<file path="config.mk">
export PLATFORM = sky130hd
export DESIGN_NAME = hub_port_status_engine
export DESIGN_NICKNAME = d
export VERILOG_FILES = /design/src/rtl/hps_pkg.sv /design/src/rtl/hps_ctrl.sv /design/src/rtl/hps_datapath.sv /design/src/rtl/hub_port_status_engine.sv
export SDC_FILE = /design/constraint.sdc
export NUM_CORES = 1
export LEC_CHECK = 0
export BUFFER_PORTS_ARGS = -buffer_cell sky130_fd_sc_hd__buf_2
export CAP_MARGIN = 0
export CELL_PAD_IN_SITES_DETAIL_PLACEMENT = 1
export CELL_PAD_IN_SITES_GLOBAL_PLACEMENT = 2
export CORE_MARGIN = 2
export CORE_UTILIZATION = 42
export DETAILED_ROUTE_END_ITERATION = 12
export HOLD_SLACK_MARGIN = 0.12
export PLACE_DENSITY_LB_ADDON = 0.3
export SLEW_MARGIN = 30
export SYNTH_ARGS = -nofsm -noshare
export SYNTH_HDL_FRONTEND = slang
export SYNTH_SLANG_ARGS = --single-unit
</file>
<file path="constraint.sdc">
create_clock -name aclk -period 8.8 [get_ports aclk]
set_input_delay 2.64 -clock aclk [delete_from_list [all_inputs] [get_ports aclk]]
set_output_delay 2.64 -clock aclk [all_outputs]
set_load 0.05 [all_outputs]
</file>
<file path="src/rtl/hps_pkg.sv">
`timescale 1ns / 1ps
`default_nettype none

package hps_pkg;

    // Field widths
    localparam int FUNC_W    = 3;
    localparam int FEATURE_W = 8;
    localparam int PORT_W    = 8;
    localparam int STATUS_W  = 32;
    localparam int MASK_W    = 4;
    localparam int ATTACH_W  = 4;
    localparam int BITSEL_W  = 5;

    // Default port count
    localparam int DEF_NUM_PORTS = 4;

    // Request codes
    localparam logic [FUNC_W-1:0] FUNC_SET        = 3'd0;
    localparam logic [FUNC_W-1:0] FUNC_CLEAR      = 3'd1;
    localparam logic [FUNC_W-1:0] FUNC_GET        = 3'd2;
    localparam logic [FUNC_W-1:0] FUNC_EPREAD     = 3'd3;
    localparam logic [FUNC_W-1:0] FUNC_CONFIGURED = 3'd4;

    // Status bit numbers and limits
    localparam int FEAT_LIMIT       = 32;
    localparam int CHANGE_BASE      = 16;
    localparam int BIT_CONNECTION   = 0;
    localparam int BIT_ENABLE       = 1;
    localparam int BIT_RESET        = 4;
    localparam int BIT_C_CONNECTION = 16;
    localparam int BIT_C_RESET      = 20;

    // Controller states
    typedef enum logic [2:0] {
        ST_IDLE = 3'b001,
        ST_EXEC = 3'b010,
        ST_OUT  = 3'b100
    } hps_state_t;

    // Controller to datapath commands
    typedef struct packed {
        logic capture;
        logic execute;
    } hps_cmd_t;

endpackage

`default_nettype wire

</file>
<file path="src/rtl/hps_ctrl.sv">
`timescale 1ns / 1ps
`default_nettype none

module hps_ctrl
    import hps_pkg::*;
(
    input  wire logic     aclk,
    input  wire logic     aresetn,
    input  wire logic     s_valid,
    output logic          s_ready,
    output logic          m_valid,
    input  wire logic     m_ready,
    output hps_cmd_t      cmd
);

    hps_state_t state_reg;
    hps_state_t state_next;

    // Sequence: take request, execute, present result
    always_comb begin
        state_next = state_reg;
        unique case (state_reg)
            ST_IDLE: begin
                if (s_valid) state_next = ST_EXEC;
            end
            ST_EXEC: begin
                state_next = ST_OUT;
            end
            ST_OUT: begin
                if (m_ready) state_next = ST_IDLE;
            end
            default: begin
                state_next = ST_IDLE;
            end
        endcase
    end

    always_ff @(posedge aclk) begin
        if (!aresetn) begin
            state_reg <= ST_IDLE;
        end else begin
            state_reg <= state_next;
        end
    end

    // Drive handshakes and commands
    assign s_ready     = (state_reg == ST_IDLE);
    assign m_valid     = (state_reg == ST_OUT);
    assign cmd.capture = s_valid && s_ready;
    assign cmd.execute = (state_reg == ST_EXEC);

`ifndef SYNTH
    // Never take a request while a result is pending
    assert property (@(posedge aclk) disable iff (!aresetn)
        !(s_ready && m_valid))
        else $error("input ready while result pending");

    // A captured request executes in the next cycle
    assert property (@(posedge aclk) disable iff (!aresetn)
        cmd.capture |=> cmd.execute)
        else $error("capture not followed by execute");

    // Execution always yields a result
    assert property (@(posedge aclk) disable iff (!aresetn)
        cmd.execute |=> m_valid)
        else $error("execute not followed by result");

    // A delivered result frees the input side
    assert property (@(posedge aclk) disable iff (!aresetn)
        (m_valid && m_ready) |=> s_ready)
        else $error("no return to idle after transfer");
`endif

endmodule

`default_nettype wire

</file>
<file path="src/rtl/hps_datapath.sv">
`timescale 1ns / 1ps
`default_nettype none

module hps_datapath
    import hps_pkg::*;
#(
    parameter int NUM_PORTS = DEF_NUM_PORTS
) (
    input  wire logic                  aclk,
    input  wire logic                  aresetn,
    input  wire hps_cmd_t              cmd,
    input  wire logic [FUNC_W-1:0]     s_func,
    input  wire logic [FEATURE_W-1:0]  s_feature,
    input  wire logic [PORT_W-1:0]     s_port,
    input  wire logic                  cfg_we,
    input  wire logic [ATTACH_W-1:0]   cfg_wdata,
    output logic                       m_accepted,
    output logic [STATUS_W-1:0]        m_port_status,
    output logic [MASK_W-1:0]          m_change_mask,
    output logic                       m_report_valid
);

    localparam int PIDX_W = $clog2(NUM_PORTS);
    localparam int EXT_W  = (NUM_PORTS > MASK_W) ? NUM_PORTS : MASK_W;
    localparam logic [STATUS_W-1:0] CONN_WORD =
        (STATUS_W'(1) << BIT_CONNECTION) | (STATUS_W'(1) << BIT_C_CONNECTION);

    // Captured request
    logic [FUNC_W-1:0]    func_reg;
    logic [FEATURE_W-1:0] feature_reg;
    logic [PORT_W-1:0]    port_reg;

    // Hub state
    logic [STATUS_W-1:0]  words_reg [NUM_PORTS];
    logic [STATUS_W-1:0]  words_next [NUM_PORTS];
    logic [NUM_PORTS-1:0] change_reg;
    logic [NUM_PORTS-1:0] change_next;
    logic [ATTACH_W-1:0]  attached_reg;

    // Result registers
    logic                 acc_reg;
    logic                 acc_next;
    logic [STATUS_W-1:0]  status_reg;
    logic [STATUS_W-1:0]  status_next;
    logic [MASK_W-1:0]    mask_reg;
    logic                 report_reg;

    // Working signals
    logic [PIDX_W-1:0]    pidx;
    logic [BITSEL_W-1:0]  bsel;
    logic                 port_ok;
    logic                 feat_ok;
    logic                 feat_low;
    logic [STATUS_W-1:0]  cur_word;
    logic [STATUS_W-1:0]  bit_vec;
    logic [STATUS_W-1:0]  upd_word;
    logic                 mark;
    logic [EXT_W-1:0]     attached_ext;
    logic [EXT_W-1:0]     change_ext;

    assign pidx         = port_reg[PIDX_W-1:0];
    assign bsel         = feature_reg[BITSEL_W-1:0];
    assign port_ok      = (port_reg < PORT_W'(NUM_PORTS));
    assign feat_ok      = (feature_reg < FEATURE_W'(FEAT_LIMIT));
    assign feat_low     = (feature_reg < FEATURE_W'(CHANGE_BASE));
    assign cur_word     = words_reg[pidx];
    assign bit_vec      = STATUS_W'(1) << bsel;
    assign attached_ext = EXT_W'(attached_reg);
    assign change_ext   = EXT_W'(change_next);

    // Hold the request on transfer
    always_ff @(posedge aclk) begin
        if (cmd.capture) begin
            func_reg    <= s_func;
            feature_reg <= s_feature;
            port_reg    <= s_port;
        end
    end

    // Attached-port register
    always_ff @(posedge aclk) begin
        if (!aresetn) begin
            attached_reg <= '0;
        end else if (cfg_we) begin
            attached_reg <= cfg_wdata;
        end
    end

    // Read-modify-write of the addressed (or attached) port words and the bitmap
    always_comb begin
        words_next  = words_reg;
        change_next = change_reg;
        upd_word    = cur_word;
        mark        = 1'b0;
        acc_next    = 1'b0;
        status_next = '0;
        unique case (func_reg)
            FUNC_SET: begin
                if (feat_ok && port_ok) begin
                    acc_next = 1'b1;
                    if ((cur_word & bit_vec) == '0) begin
                        upd_word = cur_word | bit_vec;
                        mark     = feat_low;
                        // Port reset completes at once: enable plus reset change
                        if (feature_reg == FEATURE_W'(BIT_RESET)) begin
                            upd_word = (upd_word & ~(STATUS_W'(1) << BIT_RESET))
                                     | (STATUS_W'(1) << BIT_C_RESET)
                                     | (STATUS_W'(1) << BIT_ENABLE);
                        end
                        words_next[pidx] = upd_word;
                    end
                end
            end
            FUNC_CLEAR: begin
                if (feat_ok && port_ok) begin
                    acc_next = 1'b1;
                    if ((cur_word & bit_vec) != '0) begin
                        upd_word         = cur_word & ~bit_vec;
                        mark             = feat_low;
                        words_next[pidx] = upd_word;
                    end
                end
            end
            FUNC_GET: begin
                if (port_ok) begin
                    acc_next    = 1'b1;
                    status_next = cur_word;
                end
            end
            FUNC_EPREAD: begin
                acc_next    = 1'b1;
                change_next = '0;
            end
            FUNC_CONFIGURED: begin
                acc_next = 1'b1;
                for (int p = 1; p < NUM_PORTS; p++) begin
                    if (p < ATTACH_W && attached_ext[p]) begin
                        words_next[p] = CONN_WORD;
                    end
                end
            end
            default: begin
                acc_next = 1'b0;
            end
        endcase
        if (mark) begin
            change_next = change_reg | (NUM_PORTS'(1) << pidx);
        end
    end

    // Commit state on execute
    always_ff @(posedge aclk) begin
        if (!aresetn) begin
            for (int i = 0; i < NUM_PORTS; i++) begin
                words_reg[i] <= '0;
            end
            change_reg <= '0;
        end else if (cmd.execute) begin
            words_reg  <= words_next;
            change_reg <= change_next;
        end
    end

    // Load the result registers
    always_ff @(posedge aclk) begin
        if (cmd.execute) begin
            acc_reg    <= acc_next;
            status_reg <= status_next;
            mask_reg   <= change_ext[MASK_W-1:0];
            report_reg <= (change_next != change_reg) && (func_reg != FUNC_EPREAD);
        end
    end

    assign m_accepted     = acc_reg;
    assign m_port_status  = status_reg;
    assign m_change_mask  = mask_reg;
    assign m_report_valid = report_reg;

endmodule

`default_nettype wire

</file>
<file path="src/rtl/hub_port_status_engine.sv">
// Hub port status engine.
// Input channel (s_valid/s_ready, s_func, s_feature, s_port) carries one hub
// class request or event per transfer: set feature, clear feature, get port
// status, status endpoint read, configured. The result channel
// (m_valid/m_ready) returns exactly one result per request: accepted flag,
// port status word (get status only), the change bitmap of ports 0 to 3 after
// the request, and a report flag raised when set or clear changed the bitmap.
// cfg_we/cfg_wdata write the attached-ports register; write it only while idle.
// A taken request passes through the execute state, then the present state,
// where its result is valid. The block handles one request at a time: idle,
// execute, present, so a new request is not taken until the previous result
// has transferred. While the receiver stalls, the result holds and s_ready
// stays low.
// Synchronous reset (aresetn low) clears all port words, the change bitmap
// and the attached-ports register, and returns the controller to idle.
`timescale 1ns / 1ps
`default_nettype none

module hub_port_status_engine
    import hps_pkg::*;
#(
    parameter int NUM_PORTS = DEF_NUM_PORTS
) (
    input  wire logic                  aclk,
    input  wire logic                  aresetn,
    input  wire logic                  s_valid,
    output logic                       s_ready,
    input  wire logic [FUNC_W-1:0]     s_func,
    input  wire logic [FEATURE_W-1:0]  s_feature,
    input  wire logic [PORT_W-1:0]     s_port,
    output logic                       m_valid,
    input  wire logic                  m_ready,
    output logic                       m_accepted,
    output logic [STATUS_W-1:0]        m_port_status,
    output logic [MASK_W-1:0]          m_change_mask,
    output logic                       m_report_valid,
    input  wire logic                  cfg_we,
    input  wire logic [ATTACH_W-1:0]   cfg_wdata
);

    hps_cmd_t cmd;

    // Sequencing
    hps_ctrl u_ctrl (
        .aclk    (aclk),
        .aresetn (aresetn),
        .s_valid (s_valid),
        .s_ready (s_ready),
        .m_valid (m_valid),
        .m_ready (m_ready),
        .cmd     (cmd)
    );

    // Port state and result
    hps_datapath #(
        .NUM_PORTS (NUM_PORTS)
    ) u_datapath (
        .aclk           (aclk),
        .aresetn        (aresetn),
        .cmd            (cmd),
        .s_func         (s_func),
        .s_feature      (s_feature),
        .s_port         (s_port),
        .cfg_we         (cfg_we),
        .cfg_wdata      (cfg_wdata),
        .m_accepted     (m_accepted),
        .m_port_status  (m_port_status),
        .m_change_mask  (m_change_mask),
        .m_report_valid (m_report_valid)
    );

endmodule

`default_nettype wire
</file>
* Word level (Yosys, flattened, before mapping)
Cells that the tools add are included.
** Storage, ports and cells
- Output and inout port bits :: 40
- Bits in registers :: 196
** Operators by class
- Bitwise gates (word level) :: 6
- Equality and inequality tests :: 19
- Magnitude comparators :: 5
- Mux-type cells :: 33
- Shift-type cells :: 2
- Reduce and logical (&&, ||, !) cells :: 17
** Operators by type and width (number)
- two-way mux 128 bit :: 4
- two-way mux 32 bit :: 9
- one-hot mux 96 bit (3 select lines) :: 1
- bitwise mux 128 bit :: 2
- AND 32 bit :: 2
- binary-select mux 32 bit (select 2 bit) :: 1
- demux 32 bit (select 2 bit) :: 1
- one-hot mux 32 bit (2 select lines) :: 1
- zero test 32 bit :: 1
- inverter 32 bit :: 1
- bitwise OR 32 bit :: 1
- nonzero test 32 bit :: 1
- left shift 1 x 5 -> 32 bit, first input constant :: 1
- two-way mux 21 bit :: 1
- AND reduction 7 bit :: 3
- != test 2 x 1 -> 1 bit, second input constant :: 8
- equality test 3 x 2 -> 1 bit, second input constant :: 3
- one-hot mux 3 bit (3 select lines) :: 1
- equality test 8 x 3 -> 1 bit, second input constant :: 1
- < comparator 8 x 3 -> 1 bit, second input constant :: 1
- < comparator 8 x 5 -> 1 bit, second input constant :: 1
- < comparator 8 x 6 -> 1 bit, second input constant :: 1
- two-way mux 4 bit :: 2
- equality test 3 x 1 -> 1 bit, second input constant :: 2
- 20 further kinds :: 32

* Depth between registers and ports, before layout
Gate-level depths: netlist of the first run.
- Depth after elaboration :: 13
- Gate-level depth with buffers :: 20

* Cells and area by module
A second synthesis of the first run with hierarchy kept.
** Second synthesis, totals
- Cell total of the unflattened synthesis :: 890
- Area, all modules :: 9067.4 µm²
** Modules (own cells, without submodules)
- hps_datapath :: instances 1, sequential area each 4414.2 µm², area an instance 8913.5 µm², cells an instance 875
- hps_ctrl :: instances 1, sequential area each 60.1 µm², area an instance 153.9 µm², cells an instance 15

* Worst setup path before layout of the first run
OpenSTA, ideal clock, no wires.
- Path type :: register to register
- Start :: register u_datapath.feature_reg[2]
- End :: register u_datapath.words_reg[85] (netlist bit)
- Data required time :: 8.730 ns
- Data arrival time :: 4.788 ns
- Stages on the path, launching flop included :: 18
- Period minus slack after synthesis :: 4.858 ns
- Slack :: 3.942 ns
- Path buffers :: 5
- Setup time :: 0.070 ns
- Cells stage by stage :: edfxtp_1 > clkbuf_1 > clkbuf_1 > nor3b_1 > a311oi_1 > o32ai_1 > or3_1 > buf_2 > clkbuf_1 > inv_1 > ha_1 > nand2b_1 > or3_1 > nor3_1 > nor4b_1 > o21ai_0 > clkbuf_1 > o2bb2ai_1
** On the way
- Cells in the longest elaborated chain, start to end :: 9
- Elaborated cells between the ends (all ways) :: 24
** Ends and longest elaborated chain
- start, declared :: RTL line hps_datapath.sv:30 : logic [FEATURE_W-1:0] feature_reg;
- start signal, assigned :: RTL line hps_datapath.sv:75 : feature_reg <= s_feature;
- left shift 1 x 5 -> 32 bit :: RTL line hps_datapath.sv:67 : assign bit_vec = STATUS_W'(1) << bsel;
- bitwise OR 32 bit :: RTL line hps_datapath.sv:102 : upd_word = cur_word | bit_vec;
- two-way mux 32 bit :: RTL line hps_datapath.sv:101 : if ((cur_word & bit_vec) == '0) begin
- two-way mux 32 bit :: RTL line hps_datapath.sv:99 : if (feat_ok && port_ok) begin
- two-way mux 32 bit :: RTL line hps_datapath.sv:97 : unique case (func_reg)
- bitwise mux 128 bit :: RTL line hps_datapath.sv:110 : words_next[pidx] = upd_word;
- two-way mux 128 bit :: RTL line hps_datapath.sv:101
- two-way mux 128 bit :: RTL line hps_datapath.sv:99
- one-hot mux 96 bit (3 select lines) :: RTL line hps_datapath.sv:97
- end signal, assigned :: RTL line hps_datapath.sv:159 : words_reg <= words_next;
- end, declared :: RTL line hps_datapath.sv:34 : logic [STATUS_W-1:0] words_reg [NUM_PORTS];
Several ways; a longest one is shown, not always the timed one. The select of a mux whose other input is x is not followed.
A chain may end at the register's enable or synchronous reset.

* Final worst setup path of the first run
- Start :: register u_datapath.port_reg[0]
- End :: register u_datapath.words_reg[5] (netlist bit)
** On the way
- Cells in the longest elaborated chain, start to end :: 13
- Elaborated cells between the ends (all ways) :: 32
** Ends and longest elaborated chain
- start, declared :: RTL line hps_datapath.sv:31 : logic [PORT_W-1:0] port_reg;
- start signal, assigned :: RTL line hps_datapath.sv:76 : port_reg <= s_port;
- inverter 2 -> 3 bit (not written as such) :: RTL line hps_datapath.sv:66, hps_datapath.sv:110, hps_datapath.sv:120
- binary-select mux 32 bit (select 2 bit) :: RTL line hps_datapath.sv:66 : assign cur_word = words_reg[pidx];
- two-way mux 32 bit (not written as such) (2 in a row) :: RTL line hps_datapath.sv:66
- bitwise OR 32 bit :: RTL line hps_datapath.sv:102
- two-way mux 21 bit :: RTL line hps_datapath.sv:105 : if (feature_reg == FEATURE_W'(BIT_RESET)) begin
- two-way mux 32 bit :: RTL line hps_datapath.sv:101
- two-way mux 32 bit :: RTL line hps_datapath.sv:99
- two-way mux 32 bit :: RTL line hps_datapath.sv:97
- bitwise mux 128 bit :: RTL line hps_datapath.sv:110
- two-way mux 128 bit :: RTL line hps_datapath.sv:101
- two-way mux 128 bit :: RTL line hps_datapath.sv:99
- one-hot mux 96 bit (3 select lines) :: RTL line hps_datapath.sv:97
Several ways; a longest one is shown, not always the timed one. The select of a mux whose other input is x is not followed.

==> flow_summary_export.csv, run 1 <==
group,metric,value,unit
floorplan,die_width,152,um
floorplan,die_h,152,um
drt,drtIter0Drc,539,
sta,timing.final.crit_share,66.3,%
logic_synthesis,synth_cell_types,64,
floorplan,die_area,0.0232,mm2
logic_synthesis,ys_seq_area_share,48.4,%
worst_setup_path,required,9.08,ns
hold_path,hold_path_class,"register to register",
sta,finalCriticalPeriod,5.83,ns
final_layout,largest_reg_flops,128,
place,globalplace.congestion,0.790,
logic_synthesis,ys.flop_type,"dfxtp_1",
sta,skew,0.0142,ns
final_layout,drive_gt1_share,18.2,%
drt,ant_nets,0,
clock_network,cts-htree-levels,4,
worst_setup_path,reg2reg_depth,16,
clock_network,root_buffer,"clkbuf_16",
worst_setup_path,reg2reg_slack,2.97,ns
worst_setup_path,arrival,6.11,ns
final_layout,area_growth,12.7,%
global_routing,gr-total-overflow,0,
power,leakagePower,0.00385,uW
job,cap_violations,0,
sta,setup_viol,0,
drt,dr.pass1.iters,5,
place,port_buffers,66,
global_routing,grt_max_degree,50,
final_layout,final_common_cell,"dfxtp_1",
worst_setup_path,end_kind,"register",
drt,num_vias,7391,
clock_network,post-cts-setup-buffer-count,0,
drt,drc_errors,0,
logic_synthesis,yosys_warnings,0,
global_routing,grt_usage,24.7,%
drt,wire_per_inst,23.1,um
sta,rsz0062_at_grt,"no",
sta,max_freq,172,MHz
floorplan,start_util,42.6,%
floorplan,fp-row-count,54,
worst_setup_path,path_class,"register to register",
logic_synthesis,ys_async_sr_fraction,0,%
sta,tightest_slew,0.959,ns
clock_network,path_clk_slew,0.08,ns
drt,viasPerCell,6.04,
logic_synthesis,synth_edf_count,57,
power,max-vdd-ir-drop,96.7,uV
final_layout,fin_area,0.0104,mm2
logic_synthesis,synth_area,0.00924,mm2
sta,slew_viol_final,0,
logic_synthesis,netlist_instances,906,
logic_synthesis,syn-num-nets,935,
logic_synthesis,ys_seq_elements,195,
global_routing,grt_pass1_vias,7534,
final_layout,final_nets,959,
global_routing,grt_pass1_wl,44.6,mm
final_layout,layout_common_cells,"138 x dfxtp_1, 116 x nand2_1, 66 x buf_2",
place,dpl_cell_area,0.00979,mm2
clock_network,hold_buffers,0,
final_layout,n_antenna_cell,0,
clock_network,cts_resized,0,
worst_setup_path,path_max_fanout,48,
power,p_per_area,183,mW/mm2
floorplan,core,0.0217,mm2
clock_network,cts_tree,"yes",
place,dp_hpwl,17.3,mm
global_routing,antenna_found_initial,0,
sta,finalHoldViolations,0,
clock_network,worstSkewPairLatency,0.44,ns
hold_path,whs_path_depth,2,
logic_synthesis,synth.avg_cell_area,10.2,um2
clock_network,clockBufferDepth,2,
status,outcome,"finished, final reports clean",
clock_network,cts_buffers,17,
worst_setup_path,critPathLaunchType,"register",
sta,setup_tns,0,ns
sta,max_slew_margin,35.8,%
clock_network,clock-sinks,195,
drt,wirelength,28.2,mm
floorplan,io_pins,68,
[synth_stat cells (all sizes together) (4+ instances only)]
library cell	instances	area [um2]
o31ai	8	65.1
a31o	4	35.0
nor2b	35	219
and3	4	25.0
a221oi	4	35.0
a31oi	19	119
mux2	5	56.3
o21ai	44	220
and3b	4	35.0
nor3b	7	57.6
and2	5	31.3
nand2b	9	56.3
a21oi	34	170
edfxtp	57	1710
nand2	116	435
buf	20	123
or4	4	33.8
or3	11	68.8
nor3	5	25.0
inv	44	165
a32oi	6	52.6
a22o	33	289
clkbuf	59	223
mux2i	43	430
nand4	5	31.3
o2bb2ai	30	263
nand3	13	70.1
dfxtp	138	2760
o2111ai	30	263
a211oi	4	30.0
nor2	38	143
mux4	30	676
[where the power goes]
group	internal (uW)	switching, uW
logic	39.5	106
registers	933	14.4
clock network	423	388
[area by class of cell]
type / count / area [um2]
well taps: 280 / 350
inverters: 45 / 169
clock buffers: 18 / 450
flip-flops and latches: 195 / 4470
fillers: 2405 / 11300
clock inverters: 14 / 160
repair buffers: 84 / 498
multi-input cells: 587 / 4320
[logic make-up (layout without fill, tap and decap cells)]
kind of cell	after synthesis	count (layout)	synth area share, %
and+or+nand+nor	268	268	14.4
AOI/OAI and AO/OA	240	240	18.9
adders and majority gates	1	1	0.135
buffers and inverters	124	161	5.56
DFF	195	195	48.4
muxes	78	78	12.6
[per-layer routing]
layer  track usage (%)  wire length [um]  vias to the layer above
met2              40.4             13500                      205
met4              6.54               532                        0
li1                  -                 -                     3424
met1              34.3             12900                     3725
met5                 0                 0                        -
met3              3.84              1360                       37
[critical path: stages (launching register included)]
cell and delay (ns):
edfxtp_1 0.33, buf_4 0.67, mux4_2 0.46, a22o_1 0.16, a21oi_1 0.07, o32ai_1 0.55
or3_1 0.18, buf_4 0.45, inv_1 0.10, ha_1 0.19, nand2b_1 0.19, or2_2 0.37
or3_1 0.48, or3_1 0.70, buf_4 0.37, o2111ai_1 0.21, o21ai_0 0.12
[stage by stage]
stage	std cells	hold WS [ns]	total power, uW	util, %	worst slack, ns
after floorplan	906	0.419	1060	-	3.94
after global placement	1189	0.433	1110	44.9	2.80
after detailed placement	1191	0.435	1110	45.1	3.08
after CTS	1223	0.445	1920	48.0	2.82
after global routing	1223	0.475	1960	48.0	2.64
final	1223	0.449	1900	48.0	2.97
[path summary, 6_finish.rpt]
kind	start	to
worst max-delay path	u_datapath.port_reg[0]	u_datapath.words_reg[5]
worst min-delay path	u_datapath.words_reg[100]	u_datapath.words_reg[100]
worst max register to register	u_datapath.port_reg[0]	u_datapath.words_reg[5]
worst min register to register	u_datapath.words_reg[100]	u_datapath.words_reg[100]
No activity file was read; power rests on OpenSTA's default activity.
==> run 2, diff against run 1 <==
CORE_UTILIZATION = 39   (was 42)
clock period = 5.6 ns   (was 8.8 ns; I/O delays follow)
==> flow_summary_export.csv, run 2 (synthesis gave the netlist of run 1 again) <==
group,metric,value,unit
sta,setup_viol,0,
power,p_per_area,283,mW/mm2
sta,skew,0.00859,ns
final_layout,utilization,45.2,%
power,max-vdd-ir-drop,159,uV
sta,timing.final.crit_share,86.9,%
drt,ant_nets,0,
global_routing,grt_pass1_wl,44.5,mm
sta,rsz0062_at_grt,"no",
worst_setup_path,path_class,"register to register",
job,cap_violations,0,
clock_network,cts_buffers,17,
final_layout,final_nets,978,
worst_setup_path,critPathLaunchType,"register",
sta,slew_viol_final,0,
clock_network,path_clk_slew,0.07,ns
floorplan,fp-row-count,56,
drt,wirelength,28.3,mm
clock_network,clock-sinks,195,
status,outcome,"finished, final reports clean",
hold_path,hold_path_class,"register to register",
worst_setup_path,crit_chain,"buf_12 > mux4_2 > a32oi_1 > o22ai_1 > or4_4 > or3_1 > inv_1 > ha_1 > nand2b_1 > or3_1 > nor3_1 > nor4b_1 > buf_4 > o21ai_2 > buf_4 > o21ai_0",
sta,setup_tns,0,ns
worst_setup_path,end_kind,"register",
drt,wire_per_inst,22.1,um
global_routing,gr-total-overflow,0,
worst_setup_path,path_max_fanout,41,
floorplan,die_width,158,um
global_routing,antenna_found_initial,0,
clock_network,root_buffer,"clkbuf_16",
sta,tightest_slew,0.939,ns
drt,dr.pass1.iters,5,
sta,finalHoldViolations,0,
global_routing,grt_pass1_vias,7529,
final_layout,largest_reg_flops,128,
drt,viasPerCell,5.78,
global_routing,grt_usage,23.5,%
final_layout,drive_gt1_share,19.0,%
worst_setup_path,critPathSlowestCell,"o21ai_2",
floorplan,core,0.0234,mm2
floorplan,start_util,39.5,%
sta,max_freq,205,MHz
worst_setup_path,required,5.91,ns
final_layout,filler_cell_count,2630,
clock_network,hold_buffers,0,
global_routing,grt_max_degree,97,
power,p_total,2990,uW
worst_setup_path,arrival,5.18,ns
worst_setup_path,cp_slowest_stage_delay,0.64,ns
clock_network,cts_resized,0,
place,globalplace.congestion,0.815,
clock_network,post-cts-setup-buffer-count,0,
sta,max_slew_margin,37.4,%
sta,finalCriticalPeriod,4.87,ns
final_layout,layout_common_cells,"138 x dfxtp_1, 116 x nand2_1, 66 x buf_2",
place,dp_hpwl,18.1,mm
floorplan,die_area,0.0249,mm2
floorplan,io_pins,68,
clock_network,clockBufferDepth,2,
drt,drtIter0Drc,477,
floorplan,die_h,158,um
place,port_buffers,66,
clock_network,cts_tree,"yes",
final_layout,n_antenna_cell,0,
final_layout,area_growth,14.4,%
final_layout,final_common_cell,"dfxtp_1",
clock_network,worstSkewPairLatency,0.44,ns
drt,num_vias,7408,
power,leakagePower,0.00393,uW
drt,drc_errors,0,
sta,timing.hold.ws,0.452,ns
clock_network,cts-htree-levels,4,
-- run 2: stage by stage --
stage	instances	cell area (um2)	setup WS (ns)
CTS	1281	10600	0.701
floorplan	906	9240	0.742
finish	1281	10600	0.733
global route	1281	10600	0.407
detailed placement	1249	9980	0.724
global placement	1249	9970	0.770
-- run 2: worst max-delay path: cells and delay by family (launching register included) --
kind	cells	cell delay (ns)
AND/OR/NAND/NOR	6	1.53
AO/OA/AOI/OAI	4	1.11
flip-flops	1	0.38
multiplexers	1	0.62
buffers and inverters	4	0.94
adder cells (fa/ha/maj)	1	0.12
-- run 2: path summary, 6_finish.rpt --
check | startpoint | to | slack (ns) | cells after the start
hold / removal | u_datapath.words_reg[100] | u_datapath.words_reg[100] | 0.45 | 2
hold reg to reg | u_datapath.words_reg[100] | u_datapath.words_reg[100] | 0.45 | 2
setup / recovery | u_datapath.port_reg[0] | u_datapath.words_reg[26] | 0.73 | 16
setup reg to reg | u_datapath.port_reg[0] | u_datapath.words_reg[26] | 0.73 | 16
-- run 2: per-layer routing --
layer / share of wire, % / track usage [%] / vias up
li1: - / - / 3457
met1: 48 / 32.9 / 3801
met2: 48 / 38.7 / 131
met3: 3.2 / 2.98 / 19
met4: 0.91 / 6.26 / 0
met5: 0 / 0 / -
-- run 2: report_power, final --
part / switching, uW / internal [uW] / total, uW
clock: 585 / 678 / 1260
sequential: 15.0 / 1470 / 1480
combinational: 174 / 68.8 / 243
-- run 2: final cells by class --
cell class	count	area, um2	share of cell area, %
Clock buffer	21	483	4.57
Clock inverter	11	114	1.08
Inverter	45	169	1.60
Multi-Input combinational cell	587	4270	40.4
Sequential cell	195	4470	42.3
Tap cell	319	399	3.77
Timing Repair Buffer	103	662	6.26
==> run 3, diff against run 2 <==
clock period = 5.3 ns   (was 5.6 ns; I/O delays follow)
==> flow_summary_export.csv, run 3 (synthesis gave the netlist of run 1 again) <==
group,metric,value,unit
drt,num_vias,7441,
drt,viasPerCell,5.80,
worst_setup_path,path_class,"register to register",
sta,slew_viol_final,0,
worst_setup_path,critPathSlowestCell,"edfxtp_1",
worst_setup_path,reg2reg_depth,15,
place,dp_hpwl,18.2,mm
clock_network,root_buffer,"clkbuf_16",
sta,setup_tns,0,ns
worst_setup_path,arrival,5.07,ns
clock_network,clockBufferDepth,2,
sta,setup_viol,0,
place,port_buffers,66,
floorplan,start_util,39.5,%
final_layout,final_common_cell,"dfxtp_1",
worst_setup_path,cpLargestDelayFamily,"simple AND/OR/NAND/NOR gates",
clock_network,post-cts-setup-buffer-count,0,
hold_path,hold_path_class,"register to register",
global_routing,grt_usage,23.6,%
clock_network,cts_resized,0,
clock_network,hold_buffers,0,
worst_setup_path,end_kind,"register",
clock_network,path_clk_slew,0.08,ns
place,dp_slack,0.586,ns
worst_setup_path,crit_top_cell,"or3_1",
worst_setup_path,reg2reg_slack,0.55,ns
clock_network,cts-htree-levels,4,
worst_setup_path,path_buf_inv,3,
drt,wl_met1,13.5,mm
clock_network,worstSkewPairLatency,0.44,ns
sta,skew,0.0121,ns
worst_setup_path,path_max_fanout,30,
clock_network,clock-sinks,195,
drt,wirelength,28.3,mm
drt,drtIter0Drc,538,
sta,finalHoldViolations,0,
hold_path,min-delay-start,"u_datapath.words_reg[118]",
worst_setup_path,rr_endpoint,"u_datapath.words_reg[41]",
global_routing,gr-total-overflow,0,
power,p_per_area,302,mW/mm2
global_routing,antenna_found_initial,0,
status,outcome,"finished, final reports clean",
floorplan,die_width,158,um
final_layout,n_antenna_cell,0,
floorplan,io_pins,68,
global_routing,grt_pass1_wl,44.5,mm
worst_setup_path,required,5.63,ns
sta,max_slew_margin,40.3,%
worst_setup_path,crit_chain,"nor3b_1 > buf_4 > and3b_1 > a311oi_1 > o32ai_1 > or3_1 > inv_1 > ha_1 > nand2b_1 > or2_2 > or3_1 > or3_1 > o2111a_1 > buf_4 > a22o_1",
sta,setup_slack,0.553,ns
power,leakagePower,0.00395,uW
floorplan,die_area,0.0249,mm2
floorplan,fp-row-count,56,
global_routing,grt_pass1_vias,7570,
worst_setup_path,critPathLaunchType,"register",
drt,met3RoutedLength,859,um
sta,max_freq,211,MHz
floorplan,core,0.0234,mm2
hold_path,hold_end,"u_datapath.words_reg[118]",
drt,wire_per_inst,22.0,um
drt,routed.top_layer,"met4",
worst_setup_path,cp_slowest_stage_delay,0.67,ns
drt,wl_met2,13.5,mm
final_layout,largest_reg_flops,128,
final_layout,layout_common_cells,"138 x dfxtp_1, 116 x nand2_1, 66 x buf_2",
sta,finalCriticalPeriod,4.75,ns
job,cap_violations,0,
worst_setup_path,reg2reg_from,"u_datapath.feature_reg[2]",
drt,ant_nets,0,
drt,dr.pass1.iters,5,
hold_path,whs_path_depth,2,
sta,tightest_slew,0.889,ns
clock_network,cts_tree,"yes",
final_layout,area_growth,14.9,%
power,max-vdd-ir-drop,156,uV
final_layout,drive_gt1_share,19.5,%
final_layout,final_nets,981,
sta,rsz0062_at_grt,"no",
sta,timing.final.crit_share,89.6,%
drt,drc_errors,0,
clock_network,cts_buffers,17,
global_routing,grt_max_degree,93,
place,globalplace.congestion,0.855,
floorplan,die_h,158,um
## run 3: worst max-delay path by stage
stage	to	depth (start not counted)	start
after floorplan	u_datapath.words_reg[85]	17	u_datapath.feature_reg[2]
after global placement	u_datapath.words_reg[31]	16	u_datapath.port_reg[0]
after detailed placement	u_datapath.words_reg[31]	16	u_datapath.port_reg[0]
after CTS	u_datapath.words_reg[41]	15	u_datapath.feature_reg[2]
after global routing	u_datapath.words_reg[8]	14	u_datapath.feature_reg[2]
final	u_datapath.words_reg[41]	15	u_datapath.feature_reg[2]
## run 3: layout make-up
| class | instances | area [um2] |
|---|---|---|
| Inverter | 45 | 169 |
| Sequential cell | 195 | 4470 |
| Timing Repair Buffer | 106 | 684 |
| Fill cell | 2658 | 12800 |
| Clock inverter | 15 | 196 |
| Tap cell | 319 | 399 |
| Clock buffer | 17 | 425 |
| Multi-Input combinational cell | 587 | 4270 |
## run 3: report_power, final
group	internal [uW]	leakage [uW]	switching, uW
clock	758	0.000297	627
sequential	1550	0.00159	20.2
combinational	72.4	0.00207	179
## run 3: worst reg2reg max path: stages, from the launching register on
cell      delay (ns)
edfxtp_1        0.67
nor3b_1         0.38
buf_4           0.21
and3b_1         0.16
a311oi_1        0.06
o32ai_1         0.54
or3_1           0.25
inv_1           0.06
ha_1            0.16
nand2b_1        0.15
or2_2           0.35
or3_1           0.46
or3_1           0.36
o2111a_1        0.23
buf_4           0.29
a22o_1          0.31
## run 3: through the flow
| stage | instances | hold WS [ns] | cell area [um2] | total power [uW] | util [%] |
|---|---|---|---|---|---|
| after floorplan | 906 | 0.419 | 9240 | 1770 | - |
| after global placement | 1252 | 0.432 | 9990 | 1850 | 42.7 |
| after detailed placement | 1252 | 0.438 | 9990 | 1850 | 42.7 |
| after CTS | 1284 | 0.450 | 10600 | 3240 | 45.4 |
| after global routing | 1284 | 0.475 | 10600 | 3320 | 45.4 |
| final | 1284 | 0.449 | 10600 | 3210 | 45.4 |
## run 3: layer usage
metal | GRT usage (%) | vias to the layer above
met3 | 3.83 | 28
met5 | 0 | -
met4 | 5.66 | 0
li1 | - | 3460
met1 | 32.6 | 3822
met2 | 38.7 | 131
